**src/hw/rtl/mtdc_pkg.sv**
```systemverilog
// Shared types and constants of the multi-track depth combiner.
package mtdc_pkg;

  // Field and datapath widths.
  localparam int DEPTH_W    = 32;
  localparam int NUM_TRACKS = 8;
  localparam int SUM_W      = 35;
  localparam int RANGE_W    = 33;
  localparam int DIV_W      = 35;
  localparam int COUNT_W    = 4;
  localparam int DRAW_W     = 15;

  // Linear congruential generator constants.
  localparam logic [31:0] LCG_MUL = 32'd1103515245;
  localparam logic [31:0] LCG_ADD = 32'd12345;

  // Configuration register indexes.
  localparam logic [1:0] CFG_MODE  = 2'd0;
  localparam logic [1:0] CFG_COUNT = 2'd1;
  localparam logic [1:0] CFG_SEED  = 2'd2;

  // Combine rules.
  typedef enum logic [1:0] {
    RULE_MIN  = 2'd0,
    RULE_MAX  = 2'd1,
    RULE_MEAN = 2'd2,
    RULE_RAND = 2'd3
  } mode_e;

  // Sequencer states of the top level.
  typedef enum logic [2:0] {
    ST_IDLE,
    ST_EVAL,
    ST_DRAW,
    ST_DIV,
    ST_DONE
  } state_e;

  // What one lane hands to the merging stage.
  typedef struct packed {
    logic signed [DEPTH_W-1:0] cmp;
    logic signed [SUM_W-1:0]   add;
  } lane_t;

  // Merged minimum, maximum and sum of the active lanes.
  typedef struct packed {
    logic signed [DEPTH_W-1:0] lo;
    logic signed [DEPTH_W-1:0] hi;
    logic signed [SUM_W-1:0]   sum;
  } red_t;

  // Divider request and response.
  typedef struct packed {
    logic             start;
    logic [DIV_W-1:0] dividend;
    logic [DIV_W-1:0] divisor;
  } div_req_t;

  typedef struct packed {
    logic             done;
    logic [DIV_W-1:0] quotient;
    logic [DIV_W-1:0] remainder;
  } div_rsp_t;

endpackage

```
**src/hw/rtl/mtdc_lane.sv**
```systemverilog
// One depth lane: masks a track that does not take part in the reduction.
module mtdc_lane #(
  parameter int LANE = 0
) (
  input  logic signed [mtdc_pkg::DEPTH_W-1:0] depth_i,
  input  logic signed [mtdc_pkg::DEPTH_W-1:0] base_i,
  input  logic        [mtdc_pkg::COUNT_W-1:0] count_i,
  output mtdc_pkg::lane_t                     lane_o
);
  import mtdc_pkg::*;

  logic active;

  // Lane zero always takes part; the others only below the track count.
  assign active = (COUNT_W'(LANE) < count_i);

  // An idle lane repeats lane zero for min and max and adds nothing to the sum.
  always_comb begin
    lane_o.cmp = active ? depth_i : base_i;
    lane_o.add = active ? SUM_W'(depth_i) : '0;
  end

endmodule

```
**src/hw/rtl/mtdc_merge.sv**
```systemverilog
// Merging stage: registered min, max and sum tree over all lanes.
module mtdc_merge (
  input  logic                                  clk_i,
  input  logic                                  en_i,
  input  mtdc_pkg::lane_t [mtdc_pkg::NUM_TRACKS-1:0] lanes_i,
  output mtdc_pkg::red_t                        red_o
);
  import mtdc_pkg::*;

  logic signed [DEPTH_W-1:0] lo1 [4];
  logic signed [DEPTH_W-1:0] hi1 [4];
  logic signed [SUM_W-1:0]   sm1 [4];
  logic signed [DEPTH_W-1:0] lo2 [2];
  logic signed [DEPTH_W-1:0] hi2 [2];
  logic signed [SUM_W-1:0]   sm2 [2];
  red_t red_d, red_q;

  // Three levels of pairwise compare and add.
  always_comb begin
    for (int k = 0; k < 4; k++) begin
      lo1[k] = (lanes_i[2*k+1].cmp < lanes_i[2*k].cmp) ? lanes_i[2*k+1].cmp
                                                      : lanes_i[2*k].cmp;
      hi1[k] = (lanes_i[2*k+1].cmp > lanes_i[2*k].cmp) ? lanes_i[2*k+1].cmp
                                                      : lanes_i[2*k].cmp;
      sm1[k] = lanes_i[2*k].add + lanes_i[2*k+1].add;
    end
    for (int k = 0; k < 2; k++) begin
      lo2[k] = (lo1[2*k+1] < lo1[2*k]) ? lo1[2*k+1] : lo1[2*k];
      hi2[k] = (hi1[2*k+1] > hi1[2*k]) ? hi1[2*k+1] : hi1[2*k];
      sm2[k] = sm1[2*k] + sm1[2*k+1];
    end
    red_d.lo  = (lo2[1] < lo2[0]) ? lo2[1] : lo2[0];
    red_d.hi  = (hi2[1] > hi2[0]) ? hi2[1] : hi2[0];
    red_d.sum = sm2[0] + sm2[1];
  end

  // The merged result is captured when a beat is taken.
  always_ff @(posedge clk_i) begin
    if (en_i) begin
      red_q <= red_d;
    end
  end

  assign red_o = red_q;

endmodule

```
**src/hw/rtl/mtdc_div.sv**
```systemverilog
// Iterative unsigned divider, one quotient bit per cycle.
module mtdc_div (
  input  logic               clk_i,
  input  logic               rst_ni,
  input  mtdc_pkg::div_req_t req_i,
  output mtdc_pkg::div_rsp_t rsp_o
);
  import mtdc_pkg::*;

  localparam int CNT_W = $clog2(DIV_W);

  logic             busy_q, busy_d;
  logic             done_q, done_d;
  logic [CNT_W-1:0] cnt_q, cnt_d;
  logic [DIV_W-1:0] rem_q, rem_d;
  logic [DIV_W-1:0] quo_q, quo_d;
  logic [DIV_W-1:0] dvs_q, dvs_d;
  logic [DIV_W:0]   shifted;
  logic [DIV_W+1:0] diff;
  logic             ge;

  // One restoring step: shift in the next dividend bit and try to subtract.
  always_comb begin
    shifted = {rem_q, quo_q[DIV_W-1]};
    diff    = {1'b0, shifted} - {2'b00, dvs_q};
    ge      = ~diff[DIV_W+1];
    busy_d  = busy_q;
    done_d  = 1'b0;
    cnt_d   = cnt_q;
    rem_d   = rem_q;
    quo_d   = quo_q;
    dvs_d   = dvs_q;
    if (req_i.start) begin
      busy_d = 1'b1;
      cnt_d  = CNT_W'(DIV_W - 1);
      rem_d  = '0;
      quo_d  = req_i.dividend;
      dvs_d  = req_i.divisor;
    end else if (busy_q) begin
      rem_d = ge ? diff[DIV_W-1:0] : shifted[DIV_W-1:0];
      quo_d = {quo_q[DIV_W-2:0], ge};
      cnt_d = cnt_q - 1'b1;
      if (cnt_q == '0) begin
        busy_d = 1'b0;
        done_d = 1'b1;
      end
    end
  end

  // Control state is reset; the datapath registers are not.
  always_ff @(posedge clk_i or negedge rst_ni) begin
    if (!rst_ni) begin
      busy_q <= 1'b0;
      done_q <= 1'b0;
      cnt_q  <= '0;
    end else begin
      busy_q <= busy_d;
      done_q <= done_d;
      cnt_q  <= cnt_d;
    end
  end

  always_ff @(posedge clk_i) begin
    rem_q <= rem_d;
    quo_q <= quo_d;
    dvs_q <= dvs_d;
  end

  always_comb begin
    rsp_o.done      = done_q;
    rsp_o.quotient  = quo_q;
    rsp_o.remainder = rem_q;
  end

endmodule

```
**src/hw/rtl/multi_track_depth_combiner_unit.sv**
```systemverilog
// Top level of the multi-track depth combiner.
//
// Each input beat carries eight signed 32-bit track depths; the first
// input_count of them (clamped to 1..MAX_TRACKS) are reduced by per-track
// lanes and a registered merging tree into their minimum, maximum and sum.
// The block takes one beat at a time. Minimum and maximum go from ST_EVAL
// straight to ST_DONE, as does random mode when all depths are equal.
// Mean and random mode with distinct bounds pass through the shared
// one-bit-per-cycle divider (35 steps) in ST_DIV; random first passes
// ST_DRAW, which follows the registered generator step through the 32x32
// multiplier. A stalled result side holds the block in ST_DONE. A
// finished result waits in the output register while the next beat is
// accepted. Writing random_seed reloads the generator state.
module multi_track_depth_combiner_unit #(
  parameter int MAX_TRACKS = 8
) (
  input  logic        clk_i,
  input  logic        rst_ni,
  input  logic        in_valid_i,
  output logic        in_ready_o,
  input  logic signed [31:0] depth_0_i,
  input  logic signed [31:0] depth_1_i,
  input  logic signed [31:0] depth_2_i,
  input  logic signed [31:0] depth_3_i,
  input  logic signed [31:0] depth_4_i,
  input  logic signed [31:0] depth_5_i,
  input  logic signed [31:0] depth_6_i,
  input  logic signed [31:0] depth_7_i,
  output logic        out_valid_o,
  input  logic        out_ready_i,
  output logic signed [31:0] combined_depth_o,
  input  logic        cfg_we_i,
  input  logic [1:0]  cfg_idx_i,
  input  logic [31:0] cfg_wdata_i
);
  import mtdc_pkg::*;

  logic signed [DEPTH_W-1:0] depth_a [NUM_TRACKS];
  lane_t [NUM_TRACKS-1:0]    lanes;
  red_t                      red;
  div_req_t                  div_req;
  div_rsp_t                  div_rsp;

  mode_e                     mode_q;
  logic [COUNT_W-1:0]        count_q;
  logic [COUNT_W-1:0]        count_eff;
  logic [31:0]               prng_q, prng_d;
  logic [31:0]               lcg_next;
  state_e                    state_q, state_d;
  logic signed [DEPTH_W-1:0] res_q, res_d;
  logic                      out_valid_q, out_valid_d;
  logic signed [DEPTH_W-1:0] out_data_q, out_data_d;
  logic                      in_fire;
  logic                      out_free;
  logic                      sum_neg;
  logic [SUM_W-1:0]          sum_mag;
  logic [RANGE_W-1:0]        range;
  logic [DEPTH_W-1:0]        mean_mag;

  assign depth_a = '{depth_0_i, depth_1_i, depth_2_i, depth_3_i,
                     depth_4_i, depth_5_i, depth_6_i, depth_7_i};

  // Track count clamped to one through MAX_TRACKS.
  always_comb begin
    if (count_q == '0) begin
      count_eff = COUNT_W'(1);
    end else if (count_q > COUNT_W'(MAX_TRACKS)) begin
      count_eff = COUNT_W'(MAX_TRACKS);
    end else begin
      count_eff = count_q;
    end
  end

  // Lanes exist for the tracks that can take part; the rest stay neutral.
  for (genvar j = 0; j < NUM_TRACKS; j++) begin : g_lane
    if (j < MAX_TRACKS) begin : g_on
      mtdc_lane #(
        .LANE(j)
      ) u_lane (
        .depth_i(depth_a[j]),
        .base_i (depth_0_i),
        .count_i(count_eff),
        .lane_o (lanes[j])
      );
    end else begin : g_off
      assign lanes[j].cmp = depth_0_i;
      assign lanes[j].add = '0;
    end
  end

  assign in_ready_o = (state_q == ST_IDLE);
  assign in_fire    = in_valid_i && in_ready_o;

  mtdc_merge u_merge (
    .clk_i  (clk_i),
    .en_i   (in_fire),
    .lanes_i(lanes),
    .red_o  (red)
  );

  mtdc_div u_div (
    .clk_i (clk_i),
    .rst_ni(rst_ni),
    .req_i (div_req),
    .rsp_o (div_rsp)
  );

  // Operands for the divider and the generator step.
  assign sum_neg  = red.sum[SUM_W-1];
  assign sum_mag  = sum_neg ? (SUM_W'(0) - red.sum) : red.sum;
  assign range    = RANGE_W'(red.hi) - RANGE_W'(red.lo) + RANGE_W'(1);
  assign lcg_next = 32'(prng_q * LCG_MUL) + LCG_ADD;
  assign mean_mag = div_rsp.quotient[DEPTH_W-1:0];
  assign out_free = !out_valid_q || out_ready_i;

  // Sequencer: evaluate, optionally step the generator and divide, then deliver.
  always_comb begin
    state_d          = state_q;
    res_d            = res_q;
    prng_d           = prng_q;
    div_req.start    = 1'b0;
    div_req.dividend = sum_mag;
    div_req.divisor  = DIV_W'(count_eff);
    out_valid_d      = out_valid_q;
    out_data_d       = out_data_q;
    if (out_ready_i) begin
      out_valid_d = 1'b0;
    end
    case (state_q)
      ST_IDLE: begin
        if (in_fire) begin
          state_d = ST_EVAL;
        end
      end
      ST_EVAL: begin
        case (mode_q)
          RULE_MIN: begin
            res_d   = red.lo;
            state_d = ST_DONE;
          end
          RULE_MAX: begin
            res_d   = red.hi;
            state_d = ST_DONE;
          end
          RULE_MEAN: begin
            div_req.start = 1'b1;
            state_d       = ST_DIV;
          end
          default: begin
            if (red.lo == red.hi) begin
              res_d   = red.lo;
              state_d = ST_DONE;
            end else begin
              prng_d  = lcg_next;
              state_d = ST_DRAW;
            end
          end
        endcase
      end
      ST_DRAW: begin
        div_req.start    = 1'b1;
        div_req.dividend = DIV_W'(prng_q[16 +: DRAW_W]);
        div_req.divisor  = DIV_W'(range);
        state_d          = ST_DIV;
      end
      ST_DIV: begin
        if (div_rsp.done) begin
          if (mode_q == RULE_MEAN) begin
            res_d = sum_neg ? (DEPTH_W'(0) - mean_mag) : mean_mag;
          end else begin
            res_d = red.lo + div_rsp.remainder[DEPTH_W-1:0];
          end
          state_d = ST_DONE;
        end
      end
      ST_DONE: begin
        if (out_free) begin
          out_valid_d = 1'b1;
          out_data_d  = res_q;
          state_d     = ST_IDLE;
        end
      end
      default: begin
        state_d = ST_IDLE;
      end
    endcase
    // A seed write reloads the generator.
    if (cfg_we_i && cfg_idx_i == CFG_SEED) begin
      prng_d = cfg_wdata_i;
    end
  end

  // Configuration registers.
  always_ff @(posedge clk_i or negedge rst_ni) begin
    if (!rst_ni) begin
      mode_q  <= RULE_MIN;
      count_q <= COUNT_W'(1);
    end else if (cfg_we_i) begin
      case (cfg_idx_i)
        CFG_MODE:  mode_q  <= mode_e'(cfg_wdata_i[1:0]);
        CFG_COUNT: count_q <= cfg_wdata_i[COUNT_W-1:0];
        default:   ;
      endcase
    end
  end

  // Sequencer, generator and output handshake state.
  always_ff @(posedge clk_i or negedge rst_ni) begin
    if (!rst_ni) begin
      state_q     <= ST_IDLE;
      prng_q      <= '0;
      out_valid_q <= 1'b0;
    end else begin
      state_q     <= state_d;
      prng_q      <= prng_d;
      out_valid_q <= out_valid_d;
    end
  end

  // Result payload registers.
  always_ff @(posedge clk_i) begin
    res_q      <= res_d;
    out_data_q <= out_data_d;
  end

  assign out_valid_o      = out_valid_q;
  assign combined_depth_o = out_data_q;

endmodule

```
**config.mk**
```make
export PLATFORM = sky130hd
export DESIGN_NAME = multi_track_depth_combiner_unit
export DESIGN_NICKNAME = d
export VERILOG_FILES = /design/src/hw/rtl/mtdc_pkg.sv /design/src/hw/rtl/mtdc_lane.sv /design/src/hw/rtl/mtdc_merge.sv /design/src/hw/rtl/mtdc_div.sv /design/src/hw/rtl/multi_track_depth_combiner_unit.sv
export SDC_FILE = /design/constraint.sdc
export NUM_CORES = 2
export LEC_CHECK = 0
export BUFFER_PORTS_ARGS = -buffer_cell sky130_fd_sc_hd__buf_4
export CAP_MARGIN = 20
export CORE_AREA = 10 10 261 363
export DETAILED_ROUTE_END_ITERATION = 10
export DIE_AREA = 0 0 271 373
export PLACE_DENSITY_LB_ADDON = 0.3
export SLEW_MARGIN = 20
export SYNTH_ARGS = -nofsm -noshare
export SYNTH_HDL_FRONTEND = slang
export SYNTH_SLANG_ARGS = --single-unit
export TNS_END_PERCENT = 1
```
**constraint.sdc**
```tcl
create_clock -name clk_i -period 12.8 [get_ports clk_i]
set_input_delay 0.64 -clock clk_i [delete_from_list [all_inputs] [get_ports clk_i]]
set_output_delay 0.64 -clock clk_i [all_outputs]
set_load 0.005 [all_outputs]
```
==> impl_metrics.toml <==
[clocking]
clock_sinks = 315
cts_hold_buf = 0
h-tree-depth = 1
cts.clk_slew.worst_paths_ns = 0.09
cts_tree = "yes"
cts_setup_buffers = 0
cts_buffer_depth = 3
cts_resized = 0
cts_root_buf = "clkbuf_16"
clk_latency_ns = 0.61
cts_made_buffers = 28

[worst_setup_path]
arrival_ns = 12.72
crit_type = "reg2reg"
path_buf_inv = 6
crit_family = "compound AO/OA/AOI/OAI gates"
cp-start-kind = "register"
cp_max_fo = 28
critPathMaxStageDelay_ns = 1.04
required_ns = 13.20
worst_setup_path_end_kind = "register"
crit_path_top_delay_cell = "nor2b_1"

[hold_path]
hold_class = "in2async"

[yosys]
syn-num-nets = 7001
synth_seq_area_share = 0.1814
synth_area_per_cell_um2 = 8.640
synth-edff-count = 231
synthFlopType = "edfxtp_1"
synth_top_area_frac = 0.1716
syn_area_um2 = 48860
synth_cell_types = 90
synth_area_leaders = "ha_1 (17%), fa_1 (16%), edfxtp_1 (14%), inv_1 (7.2%), mux2i_1 (7.1%)"
synth_area_leader_cell = "ha_1"
async_reset_ff_frac = 0.1556
ys_ff_latch = 315
synth_cells = 5655
ys_warn_count = 0

[routing]
wl_per_cell_um = 28.80
drtIter0Drc = 4173
vias = 43631
drt-total-wl_um = 204400
drt_first_pass_iters = 6
ant_nets = 0
route.detailed.drc = 0
via_per_inst = 6.147

[finish]
final_cell_area_um2 = 53930
area_delta_synth_final_pct = 10.37
drive_gt1_frac = 0.09343
nets = 7232
n_fill_cell = 7543

[global_route]
overflow = 0
first_global_vias = 44480
grt_use_total = 0.3946
grt_pass1_wl_um = 291800
antenna_found_initial = 17
grt_max_degree = 78

[placement]
placed_area_um2 = 52850
hpwl_um = 176000
port_buffers = 327
place_congestion = 1.084

[timing]
rsz0062_at_grt = "no"
setup_tns_ns = 0
post-route-period-util = 0.9624
hold_viol = 0
finalSetupViolCount = 0
worst_pin_slew_ns = 1.304
slew_headroom = 0.1289
fin_crit_ns = 12.32
drv_slew = 0
clock_skew_ns = 0.02404
max_freq_mhz = 81.18

[floorplan]
io_pins = 329
die_y_um = 373
initial_core_util = 0.5555
core-area_um2 = 87970
die_area_um2 = 101100
dieWidth_um = 271
rows = 129

[run]
cap_violations = 0

[status]
outcome = "finished clean"
[path summary, 6_finish.rpt]
check	startpoint	end	slack, ns	cells after the start
setup / recovery	count_q[0]	u_merge.red_o[37]	0.48	36
hold / removal	rst_ni	prng_q[19]	0.1	1
setup reg to reg	count_q[0]	u_merge.red_o[37]	0.48	36
hold reg to reg	res_q[2]	combined_depth_o[2]	0.42	0
max in group asynchronous	rst_ni	u_div.busy_q	12.04	1
min in group clk_i	cfg_wdata_i[15]	prng_q[15]	0.24	3
[area by class of cell]
cell class,instances,area (um2),share of cell area
diodes,11,27.53,0.0005104
clock buffers,32,758.2,0.01406
clock inverters,20,259.0,0.004802
inverters,933,3502,0.06494
multi-input cells,4184,35800,0.6638
flip-flops and latches,315,8867,0.1644
well taps,1179,1475,0.02735
repair buffers,424,3241,0.06009
[cell usage in the layout, fill, tap and decap left out, drive strengths merged, types with 11 or more instances in the layout]
cell	synthesis	layout
or4	16	16
nand4	80	80
nor3	52	52
mux2i	347	347
a211oi	56	56
a31oi	19	19
or3	22	22
dfxtp	35	35
a21o	119	119
clkbuf	189	32
nor4	15	15
a21oi	496	496
nand2	379	379
o211ai	33	33
xnor2	123	123
o31ai	28	28
xor2	100	100
a21boi	98	98
o21bai	15	15
and2	80	80
nor2b	68	68
o41ai	16	16
inv	933	939
o21a	73	73
o21ai	284	284
nand2b	35	35
fa	381	381
dfrtp	48	48
buf	34	424
nand3	76	76
edfxtp	231	231
diode	0	11
nor2	342	342
ha	670	670
mux2	15	15
or2	13	13
[worst register-to-register path, delay by kind of cell (launching register included)]
| family | cells | cell delay [ns] |
|---|---|---|
| AO/OA/AOI/OAI | 13 | 3.59 |
| AND/OR/NAND/NOR | 8 | 3.09 |
| multiplexers | 4 | 1.91 |
| buffers and inverters | 6 | 1.29 |
| adder cells (fa/ha/maj) | 3 | 1.21 |
| flip-flops | 1 | 0.71 |
| XOR/XNOR | 2 | 0.29 |
[metal layers]
layer,vias to the layer above,wire length [um],global-route usage
met5,-,72,0
met4,10,25390,0.3970
met3,691,15630,0.07450
met2,2115,95100,0.6585
met1,21014,68230,0.4052
li1,19801,-,-
[registers in the layout, indices dropped and copies added (netlist names)]
register	flops
u_div.dvs_q	33
count_q	4
out_valid_o	1
u_div.rem_q	35
u_div.cnt_q	6
mode_q	2
u_div.busy_q	1
u_merge.red_o	99
u_div.quo_q	35
res_q	32
state_q	3
prng_q	31
u_div.done_q	1
combined_depth_o	32
[logic make-up (layout without fill, tap and decap cells)]
family                     Yosys count  in the layout  synth area share
AOI/OAI and AO/OA                 1337           1337            0.1693
and+or+nand+nor                   1209           1209            0.1162
buffers and inverters             1156           1409           0.08985
adders and majority gates         1053           1053            0.3281
muxes                              362            362           0.07495
DFF                                315            315            0.1814
xor gates and xnor gates           223            223           0.04013
other                                0             11                 0
[per-stage QoR]
stage               setup WS [ns]    util  instances  hold slack, ns
floorplan                   3.103       -       5655          0.3444
global placement            1.260  0.6008       7034          0.4030
detailed placement          1.108  0.6008       7034          0.4045
CTS                         1.068  0.6124       7086          0.1215
global route               0.4192  0.6128       7088          0.1380
finish                     0.4816  0.6131       7098         0.09598
[synthesized netlist by cell type (119+ instances only)]
master,instances
inv_1,932
clkbuf_1,188
mux2i_1,346
nor2_1,341
edfxtp_1,231
a21oi_1,494
nand2_1,379
fa_1,381
o21ai_0,272
xnor2_1,122
ha_1,670
a21o_1,119
Power is left out: the tool's default activity adds up to more than one toggle a clock period on the data nets, which glitch-free logic cannot reach.
